$ cat config.mk
export PLATFORM = sky130hd
export DESIGN_NAME = event_rate_monitor_flat
export DESIGN_NICKNAME = d
export VERILOG_FILES = /design/src/rtl/core/erm_pkg.sv /design/src/rtl/core/erm_in_if.sv /design/src/rtl/core/erm_out_if.sv /design/src/rtl/core/erm_cfg.sv /design/src/rtl/core/erm_dp.sv /design/src/rtl/core/erm_ctrl.sv /design/src/rtl/core/event_rate_monitor.sv /design/src/flat_wrapper.sv
export SDC_FILE = /design/constraint.sdc
export NUM_CORES = 2
export LEC_CHECK = 0
export CAP_MARGIN = 20
export CORE_MARGIN = 4
export CORE_UTILIZATION = 59
export CTS_CLUSTER_SIZE = 10
export DETAILED_ROUTE_END_ITERATION = 10
export DONT_BUFFER_PORTS = 1
export GPL_TIMING_DRIVEN = 1
export PLACE_DENSITY = 0.78
export SLEW_MARGIN = 10
export SYNTH_ARGS = -nofsm -noshare
export SYNTH_HDL_FRONTEND = slang
export SYNTH_SLANG_ARGS = --single-unit
$ cat constraint.sdc
create_clock -name clk -period 8.17 [get_ports clk]
set_input_delay 0.4085 -clock clk [delete_from_list [all_inputs] [get_ports clk]]
set_output_delay 0.4085 -clock clk [all_outputs]
set_load 0.02 [all_outputs]
$ cat src/rtl/core/erm_pkg.sv
// event rate monitor package: widths, register and opcode codes, control structs
// no dependencies; imported by every other file of the block
package erm_pkg;

    localparam int TIME_WIDTH     = 48;
    localparam int COUNT_WIDTH    = 32;
    localparam int TPS_WIDTH      = 32;
    localparam int RATE_WIDTH     = 32;
    localparam int FRAC_BITS      = 8;
    localparam int NUM_WIDTH      = COUNT_WIDTH + TPS_WIDTH;
    localparam int DIVD_WIDTH     = NUM_WIDTH + FRAC_BITS;
    localparam int STEP_WIDTH     = $clog2(DIVD_WIDTH);
    localparam int CFG_DATA_WIDTH = 64;
    localparam int CFG_ADDR_WIDTH = 4;

    localparam logic [TIME_WIDTH-1:0]  WINDOW_RESET = TIME_WIDTH'(2000000);
    localparam logic [TPS_WIDTH-1:0]   TPS_RESET    = TPS_WIDTH'(1000000);
    localparam logic [COUNT_WIDTH-1:0] COUNT_MAX    = '1;

    localparam logic REG_WINDOW = 1'b0;
    localparam logic REG_TPS    = 1'b1;

    localparam logic OPC_EVENT   = 1'b0;
    localparam logic OPC_ANALYSE = 1'b1;

    typedef logic [TIME_WIDTH-1:0]  time_t;
    typedef logic [COUNT_WIDTH-1:0] count_t;
    typedef logic [TPS_WIDTH-1:0]   tps_t;
    typedef logic [RATE_WIDTH-1:0]  rate_t;

    typedef struct packed {
        logic accept_event;
        logic accept_analyse;
        logic mul_load;
        logic div_step;
        logic out_load;
    } ctrl_cmd_t;

    typedef struct packed {
        logic need_div;
        logic div_last;
    } dp_status_t;

endpackage

$ cat src/rtl/core/erm_in_if.sv
// input channel of the event rate monitor: valid, ready, opcode and timestamp
// depends on erm_pkg
interface erm_in_if;
    import erm_pkg::*;

    logic  valid;
    logic  ready;
    logic  opcode;
    time_t now_time;

    modport source (output valid, output opcode, output now_time, input ready);
    modport sink   (input valid, input opcode, input now_time, output ready);
endinterface

$ cat src/rtl/core/erm_out_if.sv
// result channel of the event rate monitor: valid, ready and held diagnostics
// depends on erm_pkg
interface erm_out_if;
    import erm_pkg::*;

    logic  valid;
    logic  ready;
    logic  connected;
    time_t min_interval;
    time_t max_interval;
    rate_t rate_q8;
    logic  window_closed;

    modport source (output valid, output connected, output min_interval,
                    output max_interval, output rate_q8, output window_closed,
                    input ready);
    modport sink   (input valid, input connected, input min_interval,
                    input max_interval, input rate_q8, input window_closed,
                    output ready);
endinterface

$ cat src/rtl/core/erm_cfg.sv
// configuration registers of the event rate monitor behind an apb-style port
// depends on erm_pkg
module erm_cfg (
    input  logic                                clk,
    input  logic                                rst_n,
    input  logic                                psel,
    input  logic                                penable,
    input  logic                                pwrite,
    input  logic [erm_pkg::CFG_ADDR_WIDTH-1:0]  paddr,
    input  logic [erm_pkg::CFG_DATA_WIDTH-1:0]  pwdata,
    output logic [erm_pkg::CFG_DATA_WIDTH-1:0]  prdata,
    output logic                                pready,
    output erm_pkg::time_t                      window_ticks,
    output erm_pkg::tps_t                       ticks_per_second
);
    import erm_pkg::*;

    time_t window_reg;
    tps_t  tps_reg;
    logic  reg_index;
    logic  wr_en;

    assign reg_index = paddr[CFG_ADDR_WIDTH-1];
    assign wr_en     = psel && penable && pwrite;
    assign pready    = 1'b1;

    always_ff @(posedge clk or negedge rst_n)
    begin
        if (!rst_n)
        begin
            window_reg <= WINDOW_RESET;
            tps_reg    <= TPS_RESET;
        end
        else if (wr_en)
        begin
            unique case (reg_index)
                REG_WINDOW: window_reg <= pwdata[TIME_WIDTH-1:0];
                REG_TPS:    tps_reg    <= pwdata[TPS_WIDTH-1:0];
                default:    ;
            endcase
        end
    end

    always_comb
    begin
        unique case (reg_index)
            REG_WINDOW: prdata = CFG_DATA_WIDTH'(window_reg);
            REG_TPS:    prdata = CFG_DATA_WIDTH'(tps_reg);
            default:    prdata = '0;
        endcase
    end

    assign window_ticks     = window_reg;
    assign ticks_per_second = tps_reg;

endmodule

$ cat src/rtl/core/erm_dp.sv
// datapath of the event rate monitor: window statistics, held diagnostics,
// rate multiplier, restoring divider and result register; depends on erm_pkg
module erm_dp (
    input  logic                clk,
    input  logic                rst_n,
    input  erm_pkg::ctrl_cmd_t  cmd,
    output erm_pkg::dp_status_t status,
    input  erm_pkg::time_t      now_time,
    input  erm_pkg::time_t      window_ticks,
    input  erm_pkg::tps_t       ticks_per_second,
    output logic                connected,
    output erm_pkg::time_t      min_interval,
    output erm_pkg::time_t      max_interval,
    output erm_pkg::rate_t      rate_q8,
    output logic                window_closed
);
    import erm_pkg::*;

    // window statistics and held diagnostics
    time_t  last_event_reg;
    time_t  last_window_reg;
    count_t count_reg;
    time_t  run_min_reg;
    time_t  run_max_reg;
    logic   held_conn_reg;
    time_t  held_min_reg;
    time_t  held_max_reg;
    rate_t  held_rate_reg;

    // divider
    time_t                 elapsed_reg;
    count_t                count_snap_reg;
    logic [DIVD_WIDTH-1:0] dividend_reg;
    time_t                 rem_reg;
    rate_t                 quot_reg;
    logic                  ovf_reg;
    logic [STEP_WIDTH-1:0] step_reg;
    logic                  closed_reg;

    // result register
    logic  out_conn_reg;
    time_t out_min_reg;
    time_t out_max_reg;
    rate_t out_rate_reg;
    logic  out_closed_reg;

    time_t                 delta;
    time_t                 elapsed;
    logic                  closed;
    logic                  count_nz;
    logic [NUM_WIDTH-1:0]  product;
    logic [TIME_WIDTH:0]   rem_shift;
    logic [TIME_WIDTH:0]   rem_sub;
    logic                  rem_ge;
    time_t                 rem_next;
    rate_t                 quot_next;
    logic                  ovf_next;

    assign delta    = now_time - last_event_reg;
    assign elapsed  = now_time - last_window_reg;
    assign closed   = elapsed > window_ticks;
    assign count_nz = count_reg != '0;

    assign product  = NUM_WIDTH'(count_snap_reg) * NUM_WIDTH'(ticks_per_second);

    assign rem_shift = {rem_reg, dividend_reg[DIVD_WIDTH-1]};
    assign rem_sub   = rem_shift - {1'b0, elapsed_reg};
    assign rem_ge    = rem_shift >= {1'b0, elapsed_reg};
    assign rem_next  = rem_ge ? rem_sub[TIME_WIDTH-1:0] : rem_shift[TIME_WIDTH-1:0];
    assign quot_next = {quot_reg[RATE_WIDTH-2:0], rem_ge};
    assign ovf_next  = ovf_reg | quot_reg[RATE_WIDTH-1];

    assign status.need_div = closed && count_nz;
    assign status.div_last = step_reg == STEP_WIDTH'(DIVD_WIDTH - 1);

    always_ff @(posedge clk or negedge rst_n)
    begin
        if (!rst_n)
        begin
            last_event_reg  <= '0;
            last_window_reg <= '0;
            count_reg       <= '0;
            run_min_reg     <= '1;
            run_max_reg     <= '0;
            held_conn_reg   <= 1'b0;
            held_min_reg    <= '0;
            held_max_reg    <= '0;
            held_rate_reg   <= '0;
            step_reg        <= '0;
        end
        else
        begin
            if (cmd.accept_event)
            begin
                held_conn_reg  <= 1'b1;
                last_event_reg <= now_time;
                if (count_reg != COUNT_MAX)
                begin
                    count_reg <= count_reg + 1'b1;
                end
                if (delta < run_min_reg)
                begin
                    run_min_reg <= delta;
                end
                if (delta > run_max_reg)
                begin
                    run_max_reg <= delta;
                end
            end
            if (cmd.accept_analyse && closed)
            begin
                last_window_reg <= now_time;
                if (!count_nz)
                begin
                    held_conn_reg <= 1'b0;
                    held_min_reg  <= '0;
                    held_max_reg  <= '0;
                    held_rate_reg <= '0;
                end
                else
                begin
                    held_conn_reg <= 1'b1;
                    held_min_reg  <= run_min_reg;
                    held_max_reg  <= run_max_reg;
                    count_reg     <= '0;
                    run_min_reg   <= '1;
                    run_max_reg   <= '0;
                end
            end
            if (cmd.mul_load)
            begin
                step_reg <= '0;
            end
            if (cmd.div_step)
            begin
                step_reg <= step_reg + 1'b1;
                if (status.div_last)
                begin
                    held_rate_reg <= ovf_next ? '1 : quot_next;
                end
            end
        end
    end

    always_ff @(posedge clk)
    begin
        if (cmd.accept_analyse)
        begin
            closed_reg     <= closed;
            elapsed_reg    <= elapsed;
            count_snap_reg <= count_reg;
        end
        if (cmd.mul_load)
        begin
            dividend_reg <= {product, {FRAC_BITS{1'b0}}};
            rem_reg      <= '0;
            quot_reg     <= '0;
            ovf_reg      <= 1'b0;
        end
        if (cmd.div_step)
        begin
            dividend_reg <= {dividend_reg[DIVD_WIDTH-2:0], 1'b0};
            rem_reg      <= rem_next;
            quot_reg     <= quot_next;
            ovf_reg      <= ovf_next;
        end
        if (cmd.out_load)
        begin
            out_conn_reg   <= held_conn_reg;
            out_min_reg    <= held_min_reg;
            out_max_reg    <= held_max_reg;
            out_rate_reg   <= held_rate_reg;
            out_closed_reg <= closed_reg;
        end
    end

    assign connected      = out_conn_reg;
    assign min_interval   = out_min_reg;
    assign max_interval   = out_max_reg;
    assign rate_q8        = out_rate_reg;
    assign window_closed  = out_closed_reg;

endmodule

$ cat src/rtl/core/erm_ctrl.sv
// controller of the event rate monitor: item acceptance, divider sequencing
// and result handshake; depends on erm_pkg
module erm_ctrl (
    input  logic                clk,
    input  logic                rst_n,
    input  logic                in_valid,
    input  logic                in_opcode,
    output logic                in_ready,
    output logic                out_valid,
    input  logic                out_ready,
    input  erm_pkg::dp_status_t status,
    output erm_pkg::ctrl_cmd_t  cmd
);
    import erm_pkg::*;

    localparam logic [1:0] ST_IDLE = 2'd0;
    localparam logic [1:0] ST_MUL  = 2'd1;
    localparam logic [1:0] ST_DIV  = 2'd2;
    localparam logic [1:0] ST_DONE = 2'd3;

    logic [1:0] state_reg;
    logic [1:0] state_next;
    logic       out_valid_reg;
    logic       out_valid_next;
    logic       accept;

    assign in_ready = state_reg == ST_IDLE;
    assign accept   = in_valid && in_ready;

    always_comb
    begin
        cmd            = '0;
        state_next     = state_reg;
        cmd.accept_event   = accept && (in_opcode == OPC_EVENT);
        cmd.accept_analyse = accept && (in_opcode == OPC_ANALYSE);
        unique case (state_reg)
            ST_IDLE:
            begin
                if (cmd.accept_analyse)
                begin
                    state_next = status.need_div ? ST_MUL : ST_DONE;
                end
            end
            ST_MUL:
            begin
                cmd.mul_load = 1'b1;
                state_next   = ST_DIV;
            end
            ST_DIV:
            begin
                cmd.div_step = 1'b1;
                if (status.div_last)
                begin
                    state_next = ST_DONE;
                end
            end
            ST_DONE:
            begin
                if (!out_valid_reg || out_ready)
                begin
                    cmd.out_load = 1'b1;
                    state_next   = ST_IDLE;
                end
            end
            default: state_next = ST_IDLE;
        endcase
    end

    always_comb
    begin
        out_valid_next = out_valid_reg;
        if (cmd.out_load)
        begin
            out_valid_next = 1'b1;
        end
        else if (out_ready)
        begin
            out_valid_next = 1'b0;
        end
    end

    always_ff @(posedge clk or negedge rst_n)
    begin
        if (!rst_n)
        begin
            state_reg     <= ST_IDLE;
            out_valid_reg <= 1'b0;
        end
        else
        begin
            state_reg     <= state_next;
            out_valid_reg <= out_valid_next;
        end
    end

    assign out_valid = out_valid_reg;

endmodule

$ cat src/rtl/core/event_rate_monitor.sv
// top level of the event rate monitor: configuration port, controller and datapath
// depends on erm_pkg, erm_in_if, erm_out_if, erm_cfg, erm_ctrl, erm_dp
//
// An event item gives no result; events are taken every cycle while the controller
// is idle, also while a result waits on the output. An analyse item gives one result:
// when no window closes or the window closed empty, the controller goes from idle
// straight to its done state; when a window closes with events in it, it passes a
// multiply state, 72 steps of the restoring divider that forms the Q24.8 rate, and
// the done state that loads the result register; the input is not ready during that
// time, and the done state stretches for as long as the previous result still waits
// on the output. Configuration is window_ticks (48 bits) at byte address 0 and
// ticks_per_second (32 bits) at byte address 8, written with no wait states.
module event_rate_monitor (
    input  logic                               clk,
    input  logic                               rst_n,
    input  logic                               psel,
    input  logic                               penable,
    input  logic                               pwrite,
    input  logic [erm_pkg::CFG_ADDR_WIDTH-1:0] paddr,
    input  logic [erm_pkg::CFG_DATA_WIDTH-1:0] pwdata,
    output logic [erm_pkg::CFG_DATA_WIDTH-1:0] prdata,
    output logic                               pready,
    erm_in_if.sink                             in_ch,
    erm_out_if.source                          out_ch
);
    import erm_pkg::*;

    time_t      window_ticks;
    tps_t       ticks_per_second;
    ctrl_cmd_t  cmd;
    dp_status_t status;

    erm_cfg u_cfg (
        .clk              (clk),
        .rst_n            (rst_n),
        .psel             (psel),
        .penable          (penable),
        .pwrite           (pwrite),
        .paddr            (paddr),
        .pwdata           (pwdata),
        .prdata           (prdata),
        .pready           (pready),
        .window_ticks     (window_ticks),
        .ticks_per_second (ticks_per_second)
    );

    erm_ctrl u_ctrl (
        .clk       (clk),
        .rst_n     (rst_n),
        .in_valid  (in_ch.valid),
        .in_opcode (in_ch.opcode),
        .in_ready  (in_ch.ready),
        .out_valid (out_ch.valid),
        .out_ready (out_ch.ready),
        .status    (status),
        .cmd       (cmd)
    );

    erm_dp u_dp (
        .clk              (clk),
        .rst_n            (rst_n),
        .cmd              (cmd),
        .status           (status),
        .now_time         (in_ch.now_time),
        .window_ticks     (window_ticks),
        .ticks_per_second (ticks_per_second),
        .connected        (out_ch.connected),
        .min_interval     (out_ch.min_interval),
        .max_interval     (out_ch.max_interval),
        .rate_q8          (out_ch.rate_q8),
        .window_closed    (out_ch.window_closed)
    );

    // an analyse item always leaves the input not ready in the cycle after it is taken
    a_analyse_stalls: assert property (@(posedge clk) disable iff (!rst_n)
        in_ch.valid && in_ch.ready && (in_ch.opcode == OPC_ANALYSE) |=> !in_ch.ready)
        else $error("input ready right after an analyse item");

    // a nonzero rate only comes with a connection
    a_rate_conn: assert property (@(posedge clk) disable iff (!rst_n)
        out_ch.valid && (out_ch.rate_q8 != '0) |-> out_ch.connected)
        else $error("rate reported without connection");

    // a freshly closed window with events has min not above max
    a_min_max: assert property (@(posedge clk) disable iff (!rst_n)
        out_ch.valid && out_ch.window_closed && out_ch.connected
        |-> out_ch.min_interval <= out_ch.max_interval)
        else $error("latched min interval above max interval");

endmodule

$ cat src/flat_wrapper.sv
// flat-port wrapper written by rule: the top's interface ports become plain ports
module event_rate_monitor_flat import erm_pkg::*;
  (clk, rst_n, psel, penable, pwrite, paddr, pwdata, prdata, pready, in_ch_valid, in_ch_opcode, in_ch_now_time, in_ch_ready, out_ch_valid, out_ch_connected, out_ch_min_interval, out_ch_max_interval, out_ch_rate_q8, out_ch_window_closed, out_ch_ready);
  erm_in_if in_ch_i ();
  erm_out_if out_ch_i ();
  input  logic clk;
  input  logic rst_n;
  input  logic psel;
  input  logic penable;
  input  logic pwrite;
  input  logic [erm_pkg::CFG_ADDR_WIDTH-1:0] paddr;
  input  logic [erm_pkg::CFG_DATA_WIDTH-1:0] pwdata;
  output logic [erm_pkg::CFG_DATA_WIDTH-1:0] prdata;
  output logic pready;
  input wire logic [$bits(in_ch_i.valid)-1:0] in_ch_valid;
  input wire logic [$bits(in_ch_i.opcode)-1:0] in_ch_opcode;
  input wire logic [$bits(in_ch_i.now_time)-1:0] in_ch_now_time;
  output wire logic [$bits(in_ch_i.ready)-1:0] in_ch_ready;
  output wire logic [$bits(out_ch_i.valid)-1:0] out_ch_valid;
  output wire logic [$bits(out_ch_i.connected)-1:0] out_ch_connected;
  output wire logic [$bits(out_ch_i.min_interval)-1:0] out_ch_min_interval;
  output wire logic [$bits(out_ch_i.max_interval)-1:0] out_ch_max_interval;
  output wire logic [$bits(out_ch_i.rate_q8)-1:0] out_ch_rate_q8;
  output wire logic [$bits(out_ch_i.window_closed)-1:0] out_ch_window_closed;
  input wire logic [$bits(out_ch_i.ready)-1:0] out_ch_ready;
  assign in_ch_i.valid = in_ch_valid;
  assign in_ch_i.opcode = in_ch_opcode;
  assign in_ch_i.now_time = in_ch_now_time;
  assign in_ch_ready = in_ch_i.ready;
  assign out_ch_valid = out_ch_i.valid;
  assign out_ch_connected = out_ch_i.connected;
  assign out_ch_min_interval = out_ch_i.min_interval;
  assign out_ch_max_interval = out_ch_i.max_interval;
  assign out_ch_rate_q8 = out_ch_i.rate_q8;
  assign out_ch_window_closed = out_ch_i.window_closed;
  assign out_ch_i.ready = out_ch_ready;
  event_rate_monitor u_core (.clk(clk), .rst_n(rst_n), .psel(psel), .penable(penable), .pwrite(pwrite), .paddr(paddr), .pwdata(pwdata), .prdata(prdata), .pready(pready), .in_ch(in_ch_i), .out_ch(out_ch_i));
endmodule
# Word level (Yosys, flattened, before mapping)
# Cells that the tools add are included.
[classes]
muxes = 45
n_reduce_logical = 17
addsub = 5
order_cmp = 4
n_mul = 1
n_bitwise = 3
eq_ne = 8
[ops]
columns = ["cell", "n"]
rows = [
  ["$mux 48", 13],
  ["$mux 32", 11],
  ["$mux 72", 2],
  ["$sub 48x48->48", 3],
  ["$pmux 64 s2", 1],
  ["$gt 48x48->1", 2],
  ["$mul 32x32->64", 1],
  ["$ge 49x48->1", 1],
  ["$lt 48x48->1", 1],
  ["$add 32x1->32 const B", 1],
  ["$ne 32x32->1 const B", 1],
  ["$reduce_bool 32->1", 1],
  ["$mux 7", 2],
  ["$mux 1", 11],
  ["$mux 2", 4],
  ["$pmux 2 s4", 1],
  ["$add 7x1->7 const B", 1],
  ["$eq 7x7->1 const B", 1],
  ["$logic_and 1x1->1", 7],
  ["$reduce_bool 2->1", 3],
  ["$eq 2x2->1 const B", 2],
  ["$ne 2x2->1 const B", 2],
  ["$reduce_and 2->1", 2],
  ["$reduce_and 3->1", 1],
  ["other kinds (7)", 8],
]
[totals]
inputBits = 124
ff_bits = 799
output_inout_bits = 197

# Logic depth before layout (Yosys ltp)
[logic_depth]
depth_word = 7
depth_mapped = 30

# By module
# Synthesis repeated with hierarchy kept, for this count alone.
[unflattened]
cells_unflattened = 7703
area_unflattened_um2 = 75557.5
[modules_own_cells]
columns = ["module", "n_inst", "area_each_um2", "cells_each", "seq_area_each_um2"]
rows = [
  ["erm_dp", 1, 71697.5, 7437, 19759.0],
  ["erm_cfg", 1, 3621.0, 242, 2019.4],
  ["erm_ctrl", 1, 239.0, 24, 75.1],
]

# Worst setup path after synthesis
# OpenSTA, ideal clock, no wires.
[synth_timing]
path_kind = "register to register"
startpoint = "reg u_core.u_cfg.tps_reg[9] (netlist: u_core.u_cfg.ticks_per_second[9])"
endpoint = "reg u_core.u_dp.dividend_reg[71], data pin"
stages_incl_launch_ff = 25
setup_ns = 0.260
arrival_ns = 7.496
period_less_slack_ns = 7.756
path_slack_ns = 0.414
path_cell_list = "dfstp_2 -> clkbuf_1 -> and2_1 -> fa_1 -> fa_1 -> inv_1 -> fa_1 -> fa_1 -> fa_1 -> inv_1 -> fa_1 -> fa_1 -> inv_1 -> fa_1 -> inv_1 -> ha_1 -> nand2_1 -> or4_1 -> o21ai_1 -> a31oi_1 -> o31a_1 -> o31ai_1 -> a21oi_1 -> xnor2_1 -> mux2_2"
[synth_via]
elab_chain_cells = 3
[synth_rtl]
columns = ["element", "line", "rtl"]
rows = [
  ["from (decl)", "erm_cfg.sv:19", "tps_t tps_reg;"],
  ["from (signal assigned)", "erm_cfg.sv:38", "REG_TPS: tps_reg <= pwdata[TPS_WIDTH-1:0];"],
  ["$mul 32x32->64", "erm_dp.sv:64", "assign product = NUM_WIDTH'(count_snap_reg) * NUM_WIDTH'(ticks_per_second);"],
  ["$mux 72", "erm_dp.sv:153", "if (cmd.mul_load)"],
  ["$mux 72", "erm_dp.sv:160", "if (cmd.div_step)"],
  ["to (signal assigned)", "erm_dp.sv:155", "dividend_reg <= {product, {FRAC_BITS{1'b0}}};"],
  ["to (signal assigned)", "erm_dp.sv:162", "dividend_reg <= {dividend_reg[DIVD_WIDTH-2:0], 1'b0};"],
  ["to (decl)", "erm_dp.sv:33", "logic [DIVD_WIDTH-1:0] dividend_reg;"],
]
# No other way between the ends. The select of a mux whose other input is x is not followed.
# A chain may end at the register's enable or synchronous reset.

# Worst setup path after layout
[layout_timing]
startpoint = "reg u_core.u_dp.count_snap_reg[11]"
endpoint = "reg u_core.u_dp.dividend_reg[68], data pin"
[layout_via]
elab_chain_cells = 3
[layout_rtl]
columns = ["element", "line", "rtl"]
rows = [
  ["from (decl)", "erm_dp.sv:32", "count_t count_snap_reg;"],
  ["from (signal assigned)", "erm_dp.sv:151", "count_snap_reg <= count_reg;"],
  ["$mul 32x32->64", "erm_dp.sv:64", ""],
  ["$mux 72", "erm_dp.sv:153", ""],
  ["$mux 72", "erm_dp.sv:160", ""],
]
# No other way between the ends. The select of a mux whose other input is x is not followed.

==> metrics list <==
- Total number of vias: 56074
- Worst voltage drop across the vdd grid: 180 uV
* Total Die Area: 134000 sq um
- In the synthesized netlist, the number of instances is 7752.
- The setup path with the least slack is of type reg -> reg.
- In this run the mean area of a mapped cell was ~10 sq um.
- Number of instances in the placed design: around 9300
* Area share of the leading cell type in the synthesized netlist: 0.238
* Antenna viol nets, final: 0
* Number of flip-flops under the largest register name: 64
- The finished layout holds 9619 standard cells, fillers aside.
* Highest fanout seen on the critical path: 11
- By area the synthesized netlist is led by sky130_fd_sc_hd__fa_1 (24%), sky130_fd_sc_hd__edfxtp_1 (14%), sky130_fd_sc_hd__dfrtp_1 (13%).
* Level count of the clock H-tree: 3
- From bottom edge to top edge, the die measures roughly 370 um.
* Cell leakage power: just under 0.04 uW
* Clk root buf: sky130_fd_sc_hd__clkbuf_16
- DRT Pass-1 Iters: 6
- Global routing finished with a remaining overflow of 0.
- Count of state elements after synthesis: 799
* Max-cap violation count: 0
- In the routed layout, each cell is associated on average with a via count of between 5 and 6.
* Commonest cells after routing, fill and taps aside: sky130_fd_sc_hd__inv_1 (1227), sky130_fd_sc_hd__nand2_1 (999), sky130_fd_sc_hd__fa_1 (883)
* GRT Resource Usage Total: 0.310
- Fill count: 9591
* Number of hold violations in the final report: between 400 and 500
- Across the routed clock network, the largest skew measured is around 0.044 ns.
* Overall routed net length: approximately 210 mm
- Final period util: 0.976
* Post-detailed-placement half-perimeter wirelength: 156 mm
- In the post-route analysis, the smallest setup slack over all paths is a little under 0.2 ns.
- Startpoint Class: flop
- Prior to clock tree synthesis, the placed netlist has a worst setup slack of -0.0757 ns.
* Min cycle time layout: between 7 and 8 ns
* Worst slew pin tran: around 1.2 ns
- STA puts the critical path data required time at between 8 and 9 ns.
- Clock-pin slew was measured on the worst setup and hold paths at approximately 0.060 ns.
- Counting flops with a built-in enable in the synthesized netlist gives 356.
* Result of the run: complete, but fails checks
* CTS tree: yes
* Effective utilization at floorplan: 0.597
* Die Span X: approximately 370 um
- Boundary Pins: roughly 320
- Final Instance Area: 83400 sq um
- Path type of the worst min-delay path: in -> async
- Among all flip-flop cells after synthesis, the most frequent one is sky130_fd_sc_hd__dfrtp_1.
- During placement, the flow inserted port buffers numbering 0.
- Layout area overhead: 10.4%
- In this run, CTS created clock tree buffers numbering 96.
- Portion of the post-synthesis area used by sequential elements: 0.289
- Count of distinct cell types in the synthesized netlist: 86
- The kind of cell with the highest combined delay along the critical path is adder cells.
- Final standard cell utilization of the core: 0.660
* Critical Path AT: between 8 and 9 ns
* Failing checks: hold timing
- The number of global-route vias before repair was between 50000 and 60000.
- The number of antenna violations at the first check in global routing was 17.
* Pwr/cell area: 132 nW/um^2
- Across the whole layout, storage elements account for ~22000 sq um.
* CP max stage cell: sky130_fd_sc_hd__fa_1
- Endpoint kind of the worst setup timing path: flop
- Clock latency on the worst-skew pair: 0.72 ns
- In this run the tightest slew margin relative to its limit is 0.178.
- Aggregate negative setup slack: 0 ns
* Hold buffers post-CTS: 100
- Buffer levels on the longest clock path: 3
* Area taken by multi-input logic gates: about 48000 sq um
- Cell Area, Synth: 75500 sq um
* Async set or reset register ratio after synthesis: 0.554
* Count of final max-slew check failures: 0
- Placement row count: 130
- Derived from the worst setup path, the maximum achievable clock frequency is between 0.1 and 0.15 GHz.
- Counting stages on the worst path, the most repeated cell is sky130_fd_sc_hd__fa_1.
- Layout cell share with drive strength beyond 1: 0.0961
- Wire length of the first global-routing pass: approximately 330 mm
* Maximum number of pins on one net before global-route repair: between 400 and 500
- Commonest non-fill, non-tap cell in the layout: sky130_fd_sc_hd__inv_1
* Final hold slack: -0.587 ns
- Number of buffer and inverter instances along the worst setup path: 10
* Yosys warnings: 0
- Routability Congestion: 0.952
* Setup-violating endpoint count in the final report: 0
- Cell area after placement: around 80000 sq um
* DRC violation count after routing: 0
* Largest stage delay, worst path: roughly 0.59 ns
* Number of design-rule violations left by the first detailed-router iteration: between 4000 and 5000
- Count of nets after finishing: about 9500
- Summed over all instances, the cell type with the most area after synthesis is sky130_fd_sc_hd__fa_1.
- After detailed routing, the average wire length per cell comes to about 22 um.
* Core area: ~130000 sq um
- RSZ-0062 raised after global routing: true
* CTS Sinks: around 800
[layer usage]
metal | track usage | routed length (um) | part of all wire | vias up
li1 | - | - | - | 25052
met1 | 0.391 | 81000 | 0.39 | 28173
met2 | 0.507 | 98200 | 0.47 | 2261
met3 | 0.0688 | 17600 | 0.084 | 578
met4 | 0.152 | 12400 | 0.059 | 10
met5 | 0 | 68 | 0.00032 | -
[synth_stat cells (all sizes together), types with 5 or more instances]
cell,n
nor2,286
mux2,133
dfstp,62
nor2b,43
ha,554
and4,10
o21ai,383
inv,1239
a31oi,31
a211oi,35
edfxtp,356
or3,9
a21oi,283
a21boi,7
and2,636
and3,28
a211o,8
o22ai,6
o211ai,21
o21a,27
nand2b,28
xor2,94
nor3,36
a21o,181
xnor2,129
mux2i,103
nand2,1000
o2bb2ai,33
o31ai,21
o31a,9
or2,9
clkbuf,341
dfrtp,381
o21bai,32
fa,899
a31o,5
nand4,73
a311oi,5
nand3,71
buf,64
a2111oi,8
nor4,16
[repair_timing]
action                                  CTS  global route
pin swaps                                 0            82
endpoints found under the setup margin    4            19
endpoints found under the hold margin   619           443
gates resized for setup                   4           149
setup buffers                             4            48
cloned                                    0             4
[per-stage QoR]
stage	total power, uW	hold WS (ns)
2_1_floorplan	5820	0.113
3_3_place_gp	6660	0.139
3_5_place_dp	6720	0.144
4_1_cts	10900	-0.618
5_1_grt	11500	-0.634
6_report	11000	-0.587
[power breakdown]
part	internal, uW	total, uW	switching [uW]
Sequential	4290	4430	139
Clock	2330	4070	1750
Combinational	933	2490	1560
Total	7550	11000	3440
[worst register-to-register path: cells and delay by family, from the launching register on]
kind	cells	cell delay [ns]
AOI/OAI and AO/OA	5	0.92
xor gates and xnor gates	1	0.10
adders and majority gates	9	4.28
buffers and inverters	10	1.14
DFF	1	0.42
and+or+nand+nor	6	0.87
[layout make-up]
cell class              count  share of cell area
clock inverters            14             0.00245
multi-input cells        5324               0.574
repair buffers            424              0.0477
diodes                      6            0.000180
flip-flops and latches    799               0.262
well taps                1650              0.0248
inverters                1239              0.0558
clock buffers             163              0.0329
[final timing paths]
| check | start | to | slack (ns) | depth (start not counted) |
|---|---|---|---|---|
| worst max-delay path | u_core.u_dp.count_snap_reg[11] | u_core.u_dp.dividend_reg[68] | 0.20 | 31 |
| worst min-delay path | rst_n | u_core.u_dp.held_max_reg[18] | -0.59 | 0 |
| worst max register to register | u_core.u_dp.count_snap_reg[11] | u_core.u_dp.dividend_reg[68] | 0.20 | 31 |
| worst min register to register | u_core.u_dp.closed_reg | u_core.u_dp.window_closed | 0.44 | 0 |
| max in group asynchronous | rst_n | u_core.u_cfg.ticks_per_second[4] | 7.81 | 0 |
| min in group clk | in_ch_now_time[0] | u_core.u_dp.last_event_reg[0] | 0.05 | 2 |
[kinds of logic (layout without fill, tap and decap cells)]
logic type	count (synthesis)	in the layout	share of synthesized area
buffers and inverters	1644	1840	0.0836
XOR/XNOR	223	223	0.0259
flip-flops	799	799	0.289
other	2	23	0.0000995
AND/OR/NAND/NOR	2260	2260	0.144
AO/OA/AOI/OAI	1135	1135	0.0937
adder cells (fa/ha/maj)	1453	1453	0.330
multiplexers	236	236	0.0335
Note: power is estimated with default switching activity, not from simulation.
